[src/hw/rtl/eslt_pkg.sv]
package eslt_pkg;

   // Defaults for the top-level parameters
   localparam int TABLE_SLOTS_DEFAULT = 16;
   localparam int GEN_BITS_DEFAULT    = 32;

   // Width of the generation carried by a handle and reported per slot
   localparam int HANDLE_GEN_BITS = 32;

   // Supported-backend mask after reset: cpu, gpu and htp
   localparam logic [2:0] SUPPORTED_RESET = 3'b111;

   typedef enum logic [2:0] {
      OP_BEGIN_LOAD = 3'd0,
      OP_PUBLISH    = 3'd1,
      OP_CANCEL     = 3'd2,
      OP_ACQUIRE    = 3'd3,
      OP_FINISH     = 3'd4,
      OP_LOOKUP     = 3'd5,
      OP_DESCRIBE   = 3'd6,
      OP_SNAPSHOT   = 3'd7
   } op_kind_type;

   typedef enum logic [3:0] {
      ST_OK              = 4'd0,
      ST_BAD_SLOT        = 4'd1,
      ST_LEASE_ACTIVE    = 4'd2,
      ST_GEN_EXHAUSTED   = 4'd3,
      ST_LAYOUT_MISMATCH = 4'd4,
      ST_RESIDENT        = 4'd5,
      ST_STALE           = 4'd6,
      ST_NOT_READY       = 4'd7,
      ST_NOT_FOUND       = 4'd8,
      ST_NOT_LOADING     = 4'd9,
      ST_NOT_COMPUTING   = 4'd10
   } status_type;

   typedef enum logic [1:0] {
      LS_EMPTY     = 2'd0,
      LS_LOADING   = 2'd1,
      LS_READY     = 2'd2,
      LS_COMPUTING = 2'd3
   } lease_type;

   typedef enum logic [1:0] {
      BE_NONE = 2'd0,
      BE_CPU  = 2'd1,
      BE_GPU  = 2'd2,
      BE_HTP  = 2'd3
   } backend_type;

   typedef enum logic [2:0] {
      SQ_IDLE,
      SQ_SCAN,
      SQ_READ,
      SQ_EXEC,
      SQ_RESP
   } seq_state_type;

   // Per-slot fields other than the generation; all zero is the reset entry
   typedef struct packed {
      lease_type   lease;
      logic        key_valid;
      logic [7:0]  layer;
      logic [9:0]  expert;
      logic [1:0]  backend;
      logic [1:0]  layout;
   } meta_type;

   // One decoded request transaction
   typedef struct packed {
      op_kind_type                kind;
      logic [3:0]                 slot;
      logic [7:0]                 layer;
      logic [9:0]                 expert;
      logic [1:0]                 backend;
      logic [1:0]                 layout;
      logic [HANDLE_GEN_BITS-1:0] hgen;
   } req_type;

   // Decision of the operation unit
   typedef struct packed {
      status_type status;
      logic       wr_en;
      meta_type   meta;
   } op_res_type;

   // Response payload, status in the lowest bits
   typedef struct packed {
      logic [1:0]                 layout;
      logic [1:0]                 backend;
      logic [9:0]                 expert;
      logic [7:0]                 layer;
      logic                       has_key;
      lease_type                  state;
      logic [HANDLE_GEN_BITS-1:0] gen;
      logic [3:0]                 found_slot;
      status_type                 status;
   } rsp_type;

endpackage

[src/hw/rtl/expert_slot_lease_table.sv]
// Expert slot lease table.
// Requests arrive on the req_ stream: req_tuser carries the operation kind,
// req_tdata the slot, key, backend, layout and handle generation. Every
// request transaction yields exactly one response transaction on rsp_,
// carrying a status code and the state of the slot addressed or found.
// csr_we writes the supported-backend mask from csr_wdata; write it only
// while no request is in flight.
// Requests run one at a time through a small sequencer around a single
// slot memory read port, one key comparator and one operation unit.
// Direct operations step through read, execute and respond states before
// the next acceptance. Lookup scans the slots one per cycle through the
// read port and key comparator, ending early on a hit. Publish scans the
// slots for a duplicate key first, ending early on a hit, then reads and
// executes.
// Reset empties every slot at once (per-slot valid bits) and restores the
// backend mask to all supported; no clearing pass is needed.
// A stalled response waits in the output register; the next request is
// still taken, and its response waits until the output register frees.
module expert_slot_lease_table #(
   parameter int TABLE_SLOTS = eslt_pkg::TABLE_SLOTS_DEFAULT,
   parameter int GEN_BITS    = eslt_pkg::GEN_BITS_DEFAULT
) (
   input  logic        clock,
   input  logic        reset,
   input  logic        req_tvalid,
   output logic        req_tready,
   // kind[2:0]
   input  logic [2:0]  req_tuser,
   // slot[3:0], key_layer[11:4], key_expert[21:12], backend[23:22],
   // layout[25:24], handle_generation[57:26], zero[63:58]
   input  logic [63:0] req_tdata,
   output logic        rsp_tvalid,
   input  logic        rsp_tready,
   // status[3:0], found_slot[7:4], slot_generation[39:8], slot_state[41:40],
   // has_key_out[42], layer_out[50:43], expert_out[60:51],
   // backend_out[62:61], layout_out[64:63], zero[71:65]
   output logic [71:0] rsp_tdata,
   input  logic        csr_we,
   input  logic [2:0]  csr_wdata
);
   import eslt_pkg::*;

   localparam int SLOT_W   = (TABLE_SLOTS > 1) ? $clog2(TABLE_SLOTS) : 1;
   localparam int CMP_W    = (GEN_BITS > HANDLE_GEN_BITS) ? GEN_BITS : HANDLE_GEN_BITS;
   localparam int RSP_PAD  = 72 - $bits(rsp_type);

   seq_state_type       state_ff, state_in;
   req_type             req_ff, req_in, req_dec;
   logic [SLOT_W-1:0]   scan_idx_ff, scan_idx_in;
   logic                scan_end_ff, scan_end_in;
   logic                rd_scan_ff, rd_scan_in;
   logic [SLOT_W-1:0]   rd_idx_ff;
   logic                dup_ff, dup_in;
   rsp_type             res_ff, res_in;
   logic                rsp_valid_ff, rsp_valid_in;
   rsp_type             rsp_data_ff, rsp_data_in;
   logic [2:0]          sup_ff, sup_in;

   logic                accept;
   logic                bad_slot;
   logic                hit;
   logic                scan_done;
   logic                out_free;
   logic [SLOT_W-1:0]   mem_rd_addr;
   meta_type            rd_meta;
   logic [GEN_BITS-1:0] rd_gen;
   logic                mem_wr_en;
   op_res_type          op_res;
   logic [GEN_BITS-1:0] op_gen;

   function automatic logic [HANDLE_GEN_BITS-1:0] low_gen(input logic [GEN_BITS-1:0] g);
      logic [CMP_W-1:0] e;
      e = CMP_W'(g);
      return e[HANDLE_GEN_BITS-1:0];
   endfunction

   function automatic rsp_type build_rsp(input status_type st, input logic [3:0] slot,
                                         input logic [HANDLE_GEN_BITS-1:0] g,
                                         input meta_type m);
      rsp_type r;
      r.status     = st;
      r.found_slot = slot;
      r.gen        = g;
      r.state      = m.lease;
      r.has_key    = m.key_valid;
      r.layer      = m.layer;
      r.expert     = m.expert;
      r.backend    = m.backend;
      r.layout     = m.layout;
      return r;
   endfunction

   // Decode the request transaction
   assign req_dec.kind    = op_kind_type'(req_tuser);
   assign req_dec.slot    = req_tdata[3:0];
   assign req_dec.layer   = req_tdata[11:4];
   assign req_dec.expert  = req_tdata[21:12];
   assign req_dec.backend = req_tdata[23:22];
   assign req_dec.layout  = req_tdata[25:24];
   assign req_dec.hgen    = req_tdata[57:26];

   assign req_tready = (state_ff == SQ_IDLE);
   assign accept     = req_tvalid && req_tready;
   assign bad_slot   = {5'd0, req_dec.slot} >= 9'(TABLE_SLOTS);
   assign out_free   = !rsp_valid_ff || rsp_tready;

   // Key comparator on the scanned entry
   assign hit = rd_scan_ff && rd_meta.key_valid &&
                (rd_meta.layer == req_ff.layer) && (rd_meta.expert == req_ff.expert);
   assign scan_done = hit || scan_end_ff;

   // Slot memory and operation unit
   assign mem_rd_addr = (state_ff == SQ_SCAN) ? scan_idx_ff : SLOT_W'(req_ff.slot);
   assign mem_wr_en   = (state_ff == SQ_EXEC) && op_res.wr_en;

   eslt_slot_mem #(
      .TABLE_SLOTS (TABLE_SLOTS),
      .GEN_BITS    (GEN_BITS),
      .SLOT_W      (SLOT_W)
   ) u_slot_mem (
      .clock   (clock),
      .reset   (reset),
      .rd_addr (mem_rd_addr),
      .rd_meta (rd_meta),
      .rd_gen  (rd_gen),
      .wr_en   (mem_wr_en),
      .wr_addr (SLOT_W'(req_ff.slot)),
      .wr_meta (op_res.meta),
      .wr_gen  (op_gen)
   );

   eslt_op_unit #(
      .GEN_BITS (GEN_BITS)
   ) u_op_unit (
      .req       (req_ff),
      .supported (sup_ff),
      .dup       (dup_ff),
      .meta      (rd_meta),
      .gen       (rd_gen),
      .res       (op_res),
      .new_gen   (op_gen)
   );

   // Next state
   always_comb begin
      state_in = state_ff;
      case (state_ff)
         SQ_IDLE: begin
            if (accept) begin
               if (req_dec.kind == OP_LOOKUP) begin
                  state_in = SQ_SCAN;
               end else if (bad_slot) begin
                  state_in = SQ_RESP;
               end else if (req_dec.kind == OP_PUBLISH) begin
                  state_in = SQ_SCAN;
               end else begin
                  state_in = SQ_READ;
               end
            end
         end
         SQ_SCAN: begin
            if (scan_done) begin
               state_in = (req_ff.kind == OP_LOOKUP) ? SQ_RESP : SQ_READ;
            end
         end
         SQ_READ: begin
            state_in = SQ_EXEC;
         end
         SQ_EXEC: begin
            state_in = SQ_RESP;
         end
         SQ_RESP: begin
            if (out_free) begin
               state_in = SQ_IDLE;
            end
         end
         default: begin
            state_in = SQ_IDLE;
         end
      endcase
   end

   // Datapath and output register control
   always_comb begin
      req_in       = req_ff;
      scan_idx_in  = scan_idx_ff;
      scan_end_in  = scan_end_ff;
      rd_scan_in   = 1'b0;
      dup_in       = dup_ff;
      res_in       = res_ff;
      rsp_valid_in = rsp_valid_ff && !rsp_tready;
      rsp_data_in  = rsp_data_ff;
      sup_in       = csr_we ? csr_wdata : sup_ff;
      case (state_ff)
         SQ_IDLE: begin
            if (accept) begin
               req_in      = req_dec;
               scan_idx_in = '0;
               scan_end_in = 1'b0;
               dup_in      = 1'b0;
               res_in      = build_rsp(ST_BAD_SLOT, req_dec.slot, '0, '0);
            end
         end
         SQ_SCAN: begin
            if (scan_done) begin
               dup_in = hit;
               if (hit) begin
                  res_in = build_rsp(ST_OK, 4'(rd_idx_ff), low_gen(rd_gen), rd_meta);
               end else begin
                  res_in = build_rsp(ST_NOT_FOUND, '0, '0, '0);
               end
            end else begin
               // Issue the next slot read
               rd_scan_in  = 1'b1;
               scan_end_in = (scan_idx_ff == SLOT_W'(TABLE_SLOTS - 1));
               if (scan_idx_ff != SLOT_W'(TABLE_SLOTS - 1)) begin
                  scan_idx_in = scan_idx_ff + SLOT_W'(1);
               end
            end
         end
         SQ_EXEC: begin
            res_in = build_rsp(op_res.status, req_ff.slot, low_gen(op_gen), op_res.meta);
         end
         SQ_RESP: begin
            if (out_free) begin
               rsp_valid_in = 1'b1;
               rsp_data_in  = res_ff;
            end
         end
         default: begin
         end
      endcase
   end

   // Control registers
   always_ff @(posedge clock) begin
      if (reset) begin
         state_ff     <= SQ_IDLE;
         rsp_valid_ff <= 1'b0;
         rd_scan_ff   <= 1'b0;
         scan_end_ff  <= 1'b0;
         sup_ff       <= SUPPORTED_RESET;
      end else begin
         state_ff     <= state_in;
         rsp_valid_ff <= rsp_valid_in;
         rd_scan_ff   <= rd_scan_in;
         scan_end_ff  <= scan_end_in;
         sup_ff       <= sup_in;
      end
   end

   // Payload registers
   always_ff @(posedge clock) begin
      req_ff      <= req_in;
      scan_idx_ff <= scan_idx_in;
      rd_idx_ff   <= mem_rd_addr;
      dup_ff      <= dup_in;
      res_ff      <= res_in;
      rsp_data_ff <= rsp_data_in;
   end

   assign rsp_tvalid = rsp_valid_ff;
   assign rsp_tdata  = {{RSP_PAD{1'b0}}, rsp_data_ff};

   // An accepted transaction leaves the idle state
   a_accept_busy: assert property (@(posedge clock) disable iff (reset)
      accept |=> (state_ff != SQ_IDLE))
      else $error("request accepted without leaving idle");

   // The slot memory is written only while executing an operation
   a_write_exec: assert property (@(posedge clock) disable iff (reset)
      mem_wr_en |-> (state_ff == SQ_EXEC) && (req_ff.kind != OP_LOOKUP) &&
                    (req_ff.kind != OP_SNAPSHOT) && (req_ff.kind != OP_DESCRIBE))
      else $error("slot memory written outside an updating operation");

   // A granted acquire moves the slot to computing
   a_acquire_grant: assert property (@(posedge clock) disable iff (reset)
      ((state_ff == SQ_EXEC) && (req_ff.kind == OP_ACQUIRE) && (op_res.status == ST_OK))
      |-> (op_res.meta.lease == LS_COMPUTING) && op_res.wr_en)
      else $error("acquire granted without entering computing");

   // A scan hit ends the scan in the next cycle
   a_scan_hit: assert property (@(posedge clock) disable iff (reset)
      ((state_ff == SQ_SCAN) && hit) |=> (state_ff != SQ_SCAN))
      else $error("scan continued after a key hit");

endmodule

[src/hw/rtl/eslt_slot_mem.sv]
module eslt_slot_mem #(
   parameter int TABLE_SLOTS = eslt_pkg::TABLE_SLOTS_DEFAULT,
   parameter int GEN_BITS    = eslt_pkg::GEN_BITS_DEFAULT,
   parameter int SLOT_W      = (TABLE_SLOTS > 1) ? $clog2(TABLE_SLOTS) : 1
) (
   input  logic                    clock,
   input  logic                    reset,
   input  logic [SLOT_W-1:0]       rd_addr,
   output eslt_pkg::meta_type      rd_meta,
   output logic [GEN_BITS-1:0]     rd_gen,
   input  logic                    wr_en,
   input  logic [SLOT_W-1:0]       wr_addr,
   input  eslt_pkg::meta_type      wr_meta,
   input  logic [GEN_BITS-1:0]     wr_gen
);
   import eslt_pkg::*;

   localparam int META_W = $bits(meta_type);
   localparam int WORD_W = GEN_BITS + META_W;

   logic [WORD_W-1:0]      slot_ram [TABLE_SLOTS];
   logic [WORD_W-1:0]      rd_data_ff;
   logic                   rd_vld_ff;
   logic [TABLE_SLOTS-1:0] vld_ff;
   logic [TABLE_SLOTS-1:0] vld_in;

   // Write the entry
   always_ff @(posedge clock) begin
      if (wr_en) begin
         slot_ram[wr_addr] <= {wr_gen, wr_meta};
      end
   end

   // Read one entry per cycle, registered
   always_ff @(posedge clock) begin
      rd_data_ff <= slot_ram[rd_addr];
   end

   // Mark written entries; an unwritten entry reads as the reset entry
   always_comb begin
      vld_in = vld_ff;
      if (wr_en) begin
         vld_in[wr_addr] = 1'b1;
      end
   end

   always_ff @(posedge clock) begin
      if (reset) begin
         vld_ff    <= '0;
         rd_vld_ff <= 1'b0;
      end else begin
         vld_ff    <= vld_in;
         rd_vld_ff <= vld_ff[rd_addr];
      end
   end

   assign rd_meta = rd_vld_ff ? meta_type'(rd_data_ff[META_W-1:0]) : '0;
   assign rd_gen  = rd_vld_ff ? rd_data_ff[WORD_W-1:META_W] : '0;

endmodule

[src/hw/rtl/eslt_op_unit.sv]
module eslt_op_unit #(
   parameter int GEN_BITS = eslt_pkg::GEN_BITS_DEFAULT
) (
   input  eslt_pkg::req_type       req,
   input  logic [2:0]              supported,
   input  logic                    dup,
   input  eslt_pkg::meta_type      meta,
   input  logic [GEN_BITS-1:0]     gen,
   output eslt_pkg::op_res_type    res,
   output logic [GEN_BITS-1:0]     new_gen
);
   import eslt_pkg::*;

   localparam int CMP_W = (GEN_BITS > HANDLE_GEN_BITS) ? GEN_BITS : HANDLE_GEN_BITS;

   logic [CMP_W-1:0] gen_ext;
   logic [CMP_W-1:0] hgen_ext;
   logic             stale;
   logic             active;
   logic             be_ok;

   // Compare generation against the handle at the wider width
   assign gen_ext  = CMP_W'(gen);
   assign hgen_ext = CMP_W'(req.hgen);
   assign stale    = !meta.key_valid || (gen_ext != hgen_ext);
   assign active   = (meta.lease == LS_LOADING) || (meta.lease == LS_COMPUTING);

   // Layout must match a supported backend
   assign be_ok = (req.layout == req.backend) &&
                  (((req.backend == BE_CPU) && supported[0]) ||
                   ((req.backend == BE_GPU) && supported[1]) ||
                   ((req.backend == BE_HTP) && supported[2]));

   // Decide status and updated entry
   always_comb begin
      res.status = ST_OK;
      res.wr_en  = 1'b0;
      res.meta   = meta;
      new_gen    = gen;
      case (req.kind)
         OP_BEGIN_LOAD: begin
            if (active) begin
               res.status = ST_LEASE_ACTIVE;
            end else if (&gen) begin
               res.status = ST_GEN_EXHAUSTED;
            end else begin
               res.wr_en          = 1'b1;
               res.meta.key_valid = 1'b0;
               res.meta.backend   = '0;
               res.meta.layout    = '0;
               res.meta.lease     = LS_LOADING;
               new_gen            = gen + GEN_BITS'(1);
            end
         end
         OP_PUBLISH: begin
            if (meta.lease != LS_LOADING) begin
               res.status = ST_NOT_LOADING;
            end else if (!be_ok) begin
               res.status = ST_LAYOUT_MISMATCH;
            end else if (dup) begin
               res.status = ST_RESIDENT;
            end else begin
               res.wr_en          = 1'b1;
               res.meta.layer     = req.layer;
               res.meta.expert    = req.expert;
               res.meta.backend   = req.backend;
               res.meta.layout    = req.layout;
               res.meta.key_valid = 1'b1;
               res.meta.lease     = LS_READY;
            end
         end
         OP_CANCEL: begin
            if (meta.lease != LS_LOADING) begin
               res.status = ST_NOT_LOADING;
            end else begin
               res.wr_en      = 1'b1;
               res.meta.lease = LS_EMPTY;
            end
         end
         OP_ACQUIRE: begin
            if (stale) begin
               res.status = ST_STALE;
            end else if (meta.lease != LS_READY) begin
               res.status = ST_NOT_READY;
            end else begin
               res.wr_en      = 1'b1;
               res.meta.lease = LS_COMPUTING;
            end
         end
         OP_FINISH: begin
            if (meta.lease != LS_COMPUTING) begin
               res.status = ST_NOT_COMPUTING;
            end else begin
               res.wr_en      = 1'b1;
               res.meta.lease = LS_READY;
            end
         end
         OP_DESCRIBE: begin
            if (stale) begin
               res.status = ST_STALE;
            end
         end
         default: begin
         end
      endcase
   end

endmodule

[config.mk]
export PLATFORM = sky130hd
export DESIGN_NAME = expert_slot_lease_table
export DESIGN_NICKNAME = d
export VERILOG_FILES = /design/src/hw/rtl/eslt_pkg.sv /design/src/hw/rtl/expert_slot_lease_table.sv /design/src/hw/rtl/eslt_slot_mem.sv /design/src/hw/rtl/eslt_op_unit.sv
export SDC_FILE = /design/constraint.sdc
export NUM_CORES = 1
export LEC_CHECK = 0
export BUFFER_PORTS_ARGS = -buffer_cell sky130_fd_sc_hd__buf_4
export CORE_MARGIN = 2
export CORE_UTILIZATION = 55
export CTS_CLUSTER_DIAMETER = 100
export CTS_CLUSTER_SIZE = 12
export DETAILED_ROUTE_END_ITERATION = 8
export GPL_TIMING_DRIVEN = 0
export HOLD_SLACK_MARGIN = 0.15
export PLACE_DENSITY = 0.82
export SYNTH_ARGS = -nofsm -noshare
export SYNTH_HDL_FRONTEND = slang
export SYNTH_SLANG_ARGS = --single-unit
[constraint.sdc]
create_clock -name clock -period 27.7 [get_ports clock]
set_input_delay 5.54 -clock clock [delete_from_list [all_inputs] [get_ports clock]]
set_output_delay 5.54 -clock clock [all_outputs]
set_load 0.05 [all_outputs]
==> flow_summary.yaml <==
clocking:
  insertion_delay_ns: 0.69
  cts_setup_buffers: 0
  cts_tree: "yes"
  root_buffer: "clkbuf_16"
  clock-sinks: 1195
  htreeDepth: 3
  cts_buffer_depth: 3
  clkTransAtPathRegs_ns: 0.07
  hold_buffers: 0
  cts_buffers: 109
  postCtsResizedCells: 0
layout:
  fillCellCount: 5955
  nets: 4294
  drive_above_1_share_pct: 12.20
  layout_commonest_cell: "edfxtp_1"
  multiInputGateArea_um2: 12310
  final_cell_area_um2: 55370
  instances_no_fill: 5443
  seq_area_um2: 35010
  final_cell_mix: "edfxtp_1, nand2_1, nand3_1"
  area_delta_synth_final_pct: 14.47
timing:
  finalSetupViolations: 0
  fin_crit_ns: 7.480
  worst_slew_pin_slew_ns: 1.418
  timing.setup.tns_ns: 0
  finClkSkew_ns: 0.03178
  report.final.slew_viol_count: 0
  fmax_mhz: 133.7
  rsz0062_at_grt: "false"
  fin_hold_ws_ns: 0.4173
  finalCritPeriodShare_pct: 27.00
  hold_viol: 0
  slew_headroom_pct: 5.158
power:
  leakagePower_nw: 19.27
  report.power.total_mw: 4.552
  pwr_density_cell_nw_per_um2: 82.22
  ir_worst_vdd_mv: 0.05420
global_routing:
  grt_max_degree: 43
  grt_antenna_before_repair: 3
  gr-total-overflow: 0
  grt_usage_pct: 29.98
  grt_pass1_wl_um: 202900
  grt_pass1_vias: 33500
yosys:
  synthesis.area_um2: 48370
  synth_compound_area_share_pct: 6.475
  avgSynthCellArea_um2: 12.60
  yosys_warnings: 0
  synth_xor_area_share_pct: 0.9598
  synth_ff_type: "edfxtp_1"
  synthAdderAreaFrac_pct: 0.05174
  syn_inst: 3839
  synth-async-reset-ratio_pct: 0
  yosysUniqueCellTypes: 87
  synth_mux_area_share_pct: 0.1526
  synth-simple-area-share_pct: 17.27
  ys_ff_latch: 1195
  synth_edf_count: 1108
  synth_top_family_by_area: "simple AND/OR/NAND/NOR gates"
  yosysSeqAreaShare_pct: 72.39
die:
  start_util_pct: 55.58
  ios: 149
  core_area_um2: 87020
  die_area_um2: 90320
  die-height_um: 300.5
  fp.dieW_um: 300.5
  rows: 108
run_status:
  status: "finished, final reports clean"
worst_setup_path:
  worstPathCellList: "clkbuf_1 > nor3_1 > buf_4"
  worst_ep_required_time_ns: 22.16
  end_kind: "output pin"
  arrival_ns: 1.94
  cp-start-kind: "flop"
  critical_path_buf_inv_count: 2
  crit_slowest_cell: "nor3_1"
  cpPeakStageDelay_ns: 0.37
  critPathKind: "flop to output pin"
  cp_max_fo: 10
  cp_top_family: "buffers and inverters"
route:
  num_vias: 34370
  firstDrtPassIters: 7
  routedWlPerCell_um: 25.30
  viasPerCell: 6.315
  ant_nets: 0
  wirelength_um: 137700
  drc: 0
  drt-initial-drc-count: 5338
worst_hold_path:
  hold_path.class: "flop to flop"
placed_design:
  hpwlAfterDp_um: 98230
  io_buffers: 134
  dpl_cell_area_um2: 52190
  dp_cells: 5258
  gp_congestion: 0.9913
job:
  cap_violations: 0
[stage by stage]
stage / utilization [%] / setup WS, ns
floorplan: - / 18.33
CTS: 63.47 / 20.25
global placement: 58.42 / 12.78
finish: 63.62 / 20.22
global route: 63.62 / 20.17
detailed placement: 59.98 / 20.59
[logic make-up after synthesis]
group,after synthesis
adder cells (fa/ha/maj),2
XOR/XNOR,53
AO/OA/AOI/OAI,427
flip-flops,1195
other,1
AND/OR/NAND/NOR,1846
multiplexers,7
buffers and inverters,308
[worst reg2reg max path, stage by stage, from the launching register on]
cell and delay (ns):
dfxtp_1 0.47, buf_6 0.19, buf_4 0.25, buf_2 0.37, clkbuf_1 0.57, clkbuf_1 0.72, clkbuf_1 0.63, nand2_1 0.20
inv_1 0.11, ha_1 0.31, nand2_2 0.18, nor3_4 0.59, a21o_1 0.47, a21oi_1 0.11, a21oi_1 0.52, buf_2 0.40
nor4_2 0.15, buf_4 0.24, buf_4 0.19, buf_4 0.19, buf_4 0.18
[cell usage after synthesis, types with 17 or more instances]
cell | n | share of area [%]
nor2b_1 | 21 | 0.27
o21ai_0 | 69 | 0.71
xor2_1 | 23 | 0.42
xnor2_1 | 30 | 0.54
buf_2 | 61 | 0.63
a21oi_1 | 44 | 0.46
nor3_1 | 28 | 0.29
buf_1 | 34 | 0.26
nand2_1 | 1040 | 8.1
nor4_1 | 21 | 0.27
dfxtp_1 | 87 | 3.6
edfxtp_1 | 1108 | 69
and3_1 | 67 | 0.87
a311oi_1 | 117 | 2.1
clkbuf_1 | 154 | 1.2
inv_1 | 38 | 0.29
nand3_1 | 487 | 5.0
a31oi_1 | 71 | 0.92
nor2_1 | 60 | 0.47
o32ai_1 | 17 | 0.31
nand4_1 | 32 | 0.41
[area by class of cell]
| cell class | instances | area share [%] |
|---|---|---|
| buffer | 266 | 2.063 |
| clock buffer | 174 | 5.367 |
| multi-input combinational | 2342 | 22.24 |
| clock inverter | 6 | 0.1198 |
| sequential | 1195 | 63.24 |
| tap | 1155 | 2.610 |
| timing repair buffer | 261 | 4.066 |
| inverter | 42 | 0.2847 |
| antenna | 2 | 0.009040 |
[final timing paths]
check / start / to / slack [ns] / cells past startpoint
max: state_ff[1]$_SDFFE_PP0P_ / req_tready / 20.22 / 3
min: res_ff[37]$_DFFE_PP_ / rsp_tdata[37]$_DFFE_PP_ / 0.42 / 0
max reg2reg: u_slot_mem.rd_vld_ff$_SDFF_PP0_ / u_slot_mem.slot_ram[4][14]$_DFFE_PP_ / 20.39 / 20
min reg2reg: res_ff[37]$_DFFE_PP_ / rsp_tdata[37]$_DFFE_PP_ / 0.42 / 0
[layer usage]
| metal | track usage [%] | vias to the layer above | share of wire [%] |
|---|---|---|---|
| met1 | 38.53 | 16440 | 35 |
| met5 | 0 | - | 0.0094 |
| li1 | - | 14910 | - |
| met4 | 15.45 | 2 | 5.4 |
| met3 | 5.512 | 451 | 12 |
| met2 | 49.07 | 2572 | 47 |
[registers in the layout, summed over array words and instances (netlist names)]
signal / flops
res_ff: 65
rd_idx_ff: 4
sup_ff: 3
u_slot_mem.slot_ram: 912
u_slot_mem.rd_data_ff: 57
rd_scan_ff: 1
u_slot_mem.vld_ff: 16
scan_idx_ff: 4
state_ff: 3
scan_end_ff: 1
u_slot_mem.rd_vld_ff: 1
rsp_tdata: 65
req_ff: 61
rsp_tvalid: 1
dup_ff: 1
[power by group]
group | switching, mW | internal [mW]
Clock | 0.624 | 0.727
Sequential | 0.0883 | 2.14
Combinational | 0.718 | 0.254
Note: power is estimated with default switching activity, not from simulation.
